===== src/rtl/hdg_pkg.sv =====
// shared types, codes and helpers for the hdg trace flux block
package hdg_pkg;

  localparam int MAX_COMPONENTS_DEF = 8;
  localparam int MAX_DIMS_DEF       = 3;
  localparam int MAX_TOTAL_DEF      = 32;

  localparam logic [2:0] OP_NORMAL    = 3'd0;
  localparam logic [2:0] OP_FLUX      = 3'd1;
  localparam logic [2:0] OP_FLUX_JAC  = 3'd2;
  localparam logic [2:0] OP_TAU       = 3'd3;
  localparam logic [2:0] OP_TAU_JAC   = 3'd4;
  localparam logic [2:0] OP_STATE     = 3'd5;
  localparam logic [2:0] OP_TRACE     = 3'd6;
  localparam logic [2:0] OP_COMPUTE   = 3'd7;

  localparam logic [1:0] KIND_FLUX  = 2'd0;
  localparam logic [1:0] KIND_STATE = 2'd1;
  localparam logic [1:0] KIND_TRACE = 2'd2;

  localparam logic [2:0] CFG_COMPONENT = 3'd0;
  localparam logic [2:0] CFG_GRADIENT  = 3'd1;
  localparam logic [2:0] CFG_TOTAL     = 3'd2;
  localparam logic [2:0] CFG_DIMENSION = 3'd3;
  localparam logic [2:0] CFG_MODE      = 3'd4;
  localparam logic [2:0] CFG_JACOBIAN  = 3'd5;

  localparam logic signed [31:0] Q_ONE = 32'sh0001_0000;

  // term groups of one result, walked in this order
  typedef enum logic [2:0] {
    GRP_JAC, GRP_TPLUS, GRP_TMINUS, GRP_TJAC, GRP_FLUX, GRP_TDIFF
  } grp_t;

  typedef struct packed {
    logic              we;
    logic [2:0]        op;
    logic [4:0]        col;
    logic [2:0]        row;
    logic [2:0]        inner;
    logic signed [31:0] val;
  } load_t;

  typedef struct packed {
    logic       valid;
    logic       mark;
    grp_t       grp;
    logic [4:0] k;
    logic [3:0] idx;
    logic [2:0] row;
  } issue_t;

  typedef struct packed {
    logic               valid;
    logic               mark;
    logic signed [31:0] a;
    logic signed [31:0] b;
  } operand_t;

  function automatic logic signed [31:0] sat32(input logic signed [63:0] v);
    logic signed [31:0] r;
    if (v > 64'sh0000_0000_7FFF_FFFF) r = 32'sh7FFF_FFFF;
    else if (v < -64'sh0000_0000_8000_0000) r = 32'sh8000_0000;
    else r = v[31:0];
    return r;
  endfunction

endpackage


===== src/rtl/hdg_mac.sv =====
// q16.16 multiply and 64-bit accumulate with saturated result
module hdg_mac (
  input  logic               clk,
  input  logic               rst,
  input  hdg_pkg::operand_t  opnd,
  output logic               done,
  output logic signed [31:0] value
);
  import hdg_pkg::*;

  logic signed [63:0] prod;
  logic signed [63:0] acc;
  logic signed [63:0] sum;
  logic p_valid, p_mark;

  assign sum = acc + (prod >>> 16);

  always_ff @(posedge clk) begin
    prod <= opnd.a * opnd.b;
    p_mark <= opnd.mark;
    if (rst) begin
      p_valid <= 1'b0;
      done    <= 1'b0;
      acc     <= '0;
    end else begin
      p_valid <= opnd.valid;
      done    <= p_valid && p_mark;
      if (p_valid) begin
        if (p_mark) begin
          acc   <= '0;
          value <= sat32(sum);
        end else begin
          acc <= sum;
        end
      end
    end
  end

endmodule


===== config.mk =====
export PLATFORM = sky130hd
export DESIGN_NAME = hdg_mac
export DESIGN_NICKNAME = d
export VERILOG_FILES = /design/src/rtl/hdg_pkg.sv /design/src/rtl/hdg_mac.sv
export SDC_FILE = /design/constraint.sdc
export NUM_CORES = 2
export LEC_CHECK = 0
export BUFFER_PORTS_ARGS = -buffer_cell sky130_fd_sc_hd__buf_2
export CAP_MARGIN = 40
export CORE_MARGIN = 2
export CORE_UTILIZATION = 40
export DETAILED_ROUTE_END_ITERATION = 10
export GPL_ROUTABILITY_DRIVEN = 0
export PLACE_DENSITY = 0.63
export SKIP_LAST_GASP = 1
export SLEW_MARGIN = 20
export SYNTH_ARGS = -nofsm -noshare
export SYNTH_HDL_FRONTEND = slang
export SYNTH_SLANG_ARGS = --single-unit

===== constraint.sdc =====
create_clock -name clk -period 7.78 [get_ports clk]
set_clock_uncertainty 0.15 [all_clocks]
set_input_delay 1.167 -clock clk [delete_from_list [all_inputs] [get_ports clk]]
set_output_delay 1.167 -clock clk [all_outputs]
set_load 0.005 [all_outputs]

# Yosys cells after proc, flatten, opt, wreduce, memory -nomap -nowiden
# Cells that the tools add are included.
[classes]
n_addsub = 1
multipliers = 1
order_cmp = 2
n_mux = 2
bitwise_logic = 1
n_reduce_logical = 2
[op_table]
columns = ["cell", "n"]
rows = [
  ["64-bit by 48-bit adder with 64-bit output", 1],
  ["64-bit by 32-bit > comparator with 1-bit output (second input constant)", 1],
  ["64-bit by 32-bit < comparator with 1-bit output (second input constant)", 1],
  ["32-bit by 32-bit multiplier with 64-bit output", 1],
  ["64-bit 2-to-1 mux", 1],
  ["32-bit 2-to-1 mux", 1],
  ["3-bit AND reduction", 1],
  ["1-bit logical AND", 1],
  ["1-bit NOT", 1],
]
[word_totals]
reg_bits = 163
input_bits = 68
elab_cells = 15

# Longest topological paths before layout
[depth]
word_depth = 3
depth_mapped = 29
depth_no_buf = 27

# Worst setup path before layout
# No wires, ideal clock.
[synth_path]
kind = "input to register"
from = "in opnd[63] in the netlist's numbering"
to = "reg prod[61]"
t_arrival_ns = 8.212
required_time_ns = 7.505
setup_slack_ns = -0.707
cell_stages = 24
path_buffers = 1
path_cell_list = "clkbuf_1 > nand2_1 > inv_1 > fa_1 > inv_1 > fa_1 > inv_1 > fa_1 > fa_1 > inv_1 > fa_1 > inv_1 > fa_1 > fa_1 > fa_1 > ha_1 > a21o_1 > a21o_1 > a21o_1 > a211oi_1 > inv_1 > o21ai_0 > a211oi_1 > o41a_1"
[synth_via]
elab_chain_len = 1
[synth_lines]
columns = ["element", "line", "source"]
rows = [
  ["start: declaration", "hdg_mac.sv:5", "input hdg_pkg::operand_t opnd,"],
  ["32-bit by 32-bit multiplier with 64-bit output", "hdg_mac.sv:19", "prod <= opnd.a * opnd.b;"],
  ["end signal: assignment", "hdg_mac.sv:19", ""],
  ["end: declaration", "hdg_mac.sv:11", "logic signed [63:0] prod;"],
]
# Every way passes these cells.
# A chain may end at the register's enable or synchronous reset.

# Final worst setup path
[layout_path]
from = "in opnd[45] in the netlist's numbering"
to = "reg prod[58]"
# The elaborated chain is that of the path after synthesis.

==> run summary <==
wire length on met3: 9510 um
First-pass DRT Iterations: 6
clock sink total: 147
failing checks: negative setup slack
die height: 338 um
most used cell along the critical path: fa_1
Synth Instances: 4,833
DR top layer: met5
Final Max Tran Viols: 0
fin crit share: 1.04
met1 wire length: 56,700 um
Post-Syn Area: 0.0445 mm^2
Worst R2R Start: prod[16]$_DFF_P_
crit end category: register
min Tclk post-route: 8090 ps
worst-case reg-to-reg path depth: 14
Final Instance Area: 0.0516 mm^2
Synth area leaders: fa_1 49%, inv_1 8.6%, and2_1 7.2%, ha_1 6.8%, dfxtp_1 5.2%
relative slew slack: 0.472
Largest delay share family, worst path: adder cells
Fill cells: 10,475
Core Area: 0.111 mm^2
number of flops mapped to enable cells by yosys: 32
WL met2: 55,500 um
fmax: 124 MHz
root buf cell: clkbuf_16
placed cell area: 0.0493 mm^2
Top Ports: 101
critical path launch point type: input port
largest area contributor in the netlist: fa_1
number of global-route vias before repair: 35,549
Routed WL per cell: 18.6 um
layout net count: 6,543
Post-synth top flop: dfxtp_1
Setup Crit Path Kind: in2reg
area growth from synthesis to layout: 15.8%
Final Hold Viols: 0
Initial Utilization: 0.403
DR DRC count: 0
drt total wl: 124,000 um
Synth cell types: 85
post-synthesis sequential area ratio: 0.0733
Num CTS Buffers: 17
fraction of layout cells with a size suffix above 1: 0.146
Reg clk slew, reported paths: 60 ps
Yosys top cell area share: 0.487
Reg-to-Reg End: value[16]$_SDFFCE_PN1P_
Syn Area/Cell: 9.21 um^2
Skew-Pair Late Insertion Delay: 430 ps
all-layer global routing usage: 0.222
clk buf depth: 2
Final WS setup: -309 ps
Crit-path slowest cell: fa_1
Max stage delay on crit path: 590 ps
Die W: 338 um
status: finished with violations
first-pass GRT wire length: 198,000 um
Hold Crit Class: reg2reg
DP Wirelength: 107,000 um
largest net degree at the start of global routing: 68
vias: 33,666
Worst Setup EP: prod[58]$_DFF_P_
register-to-register setup slack: 2850 ps
Worst Path Required: 7980 ps
critical path arrival: 8290 ps
Tightest Pin Transition: 792 ps
CTS tree: built
max-cap violations: 0
antenna-violating nets left: 0
H-tree levels: 4
Yosys reg bits: 147
I/O Buffers: 100
yosys warns: 0
CP Depth: 26
Finish-stage setup viols: 21
crit-path max FO: 10
Crit. Startpoint: opnd[45]
area occupied by multi-input gates: 0.0372 mm^2
number of DRC markers in iteration 0: 2,422
global route total overflow: 0
syn_nets: 6,226
register area: 0.00326 mm^2
ys async rst share: 0
site row count: 122
initial antenna violation count: 8
die area: 0.114 mm^2
unrepaired setup endpoints after global routing: yes
Via density: 5.06
WP buf/inv: 7
post-cts hold buffer count: 0
-- cell usage after synthesis (all sizes together), types with 19 or more instances --
master and n:
fa 1082, inv 1016, nand2 612, and2 515, ha 243, clkbuf 238
nor2 164, a21oi 134, dfxtp 115, xnor2 69, a21o 65, o21ai 65
a22oi 52, nor3 38, o311ai 35, xor2 35, edfxtp 32, nand4 32
nand3 31, buf 20, a31oi 19, and3 19, nand2b 19
-- logic make-up after synthesis --
family                   count (synthesis)  synth area share
AO/OA/AOI/OAI                          501            0.0784
XOR/XNOR                               104            0.0206
buffers and inverters                 1274             0.108
adder cells (fa/ha/maj)               1325             0.555
flip-flops                             147            0.0733
AND/OR/NAND/NOR                       1481             0.164
multiplexers                             1          0.000225
-- registers in the layout, summed over array words and instances (netlist names) --
register / cells
prod: 48
acc: 64
done: 1
p_mark: 1
value: 32
p_valid: 1
-- cell usage in the layout, fill, tap and decap left out, types with 13 or more instances in the layout --
master        n
a21o_1       65
a21oi_1     123
a22oi_1      52
a31oi_1      17
and2_1      498
and2_4       17
and3_1       17
buf_12       34
buf_2        61
buf_4       385
buf_6        52
clkbuf_16    18
dfxtp_1     115
edfxtp_1     32
fa_1       1052
fa_2         30
ha_1        226
ha_4         16
inv_1      1004
nand2_1     599
nand2b_1     18
nand3_1      29
nand4_1      31
nor2_1      158
nor3_1       34
o211ai_1     13
o21a_1       18
o21ai_0      52
o21bai_1     17
o311ai_1     32
xnor2_1      63
xor2_1       34
-- worst min-delay path, cell delays in order (launching register included) --
cell	delay (ps)
dfxtp_1	310
nand2_1	60
a21oi_1	50
-- repair_timing --
action                                  CTS  global route
buffers inserted                         39            22
resized for setup                       177           118
pin swaps                                79            96
cloned                                    6             1
endpoints found under the setup margin   32            34
-- area by class of cell --
| type | count | share of cell area |
|---|---|---|
| Multi-Input combinational cell | 3412 | 0.722 |
| Timing Repair Buffer | 556 | 0.0934 |
| Inverter | 1016 | 0.0741 |
| Sequential cell | 147 | 0.0633 |
| Tap cell | 1488 | 0.0361 |
| Clock buffer | 19 | 0.00840 |
| Clock inverter | 13 | 0.00291 |
| Antenna cell | 1 | 0.0000485 |
-- per-layer routing --
| layer | vias up | track usage |
|---|---|---|
| li1 | 15203 | - |
| met1 | 17277 | 0.324 |
| met2 | 1040 | 0.347 |
| met3 | 134 | 0.0432 |
| met4 | 12 | 0.0403 |
| met5 | - | 0 |
-- stage by stage --
step / worst slack [ps] / instances / hold WS, ps / util / setup TNS [ps]
after floorplan: -376 / 4833 / 295 / - / -2460
after global placement: -1070 / 6557 / 303 / 0.446 / -26970
after detailed placement: -1140 / 6560 / 313 / 0.446 / -30250
after CTS: -259 / 6633 / 323 / 0.461 / -2790
after global routing: -488 / 6652 / 338 / 0.467 / -8680
final: -309 / 6652 / 317 / 0.467 / -4610
-- how the worst min path moves through the flow --
stage	slack (ps)	depth (start not counted)	start	end
2_1_floorplan	290	2	acc[0]$_SDFFE_PP0P_	acc[0]$_SDFFE_PP0P_
3_3_place_gp	300	2	acc[0]$_SDFFE_PP0P_	acc[0]$_SDFFE_PP0P_
3_5_place_dp	310	2	acc[40]$_SDFFE_PP0P_	acc[40]$_SDFFE_PP0P_
4_1_cts	320	2	acc[40]$_SDFFE_PP0P_	acc[40]$_SDFFE_PP0P_
5_1_grt	340	2	acc[40]$_SDFFE_PP0P_	acc[40]$_SDFFE_PP0P_
6_report	320	2	acc[40]$_SDFFE_PP0P_	acc[40]$_SDFFE_PP0P_
Power is not shown: default switching activity piles up to over one toggle a cycle in this logic, so the estimate is an artifact.
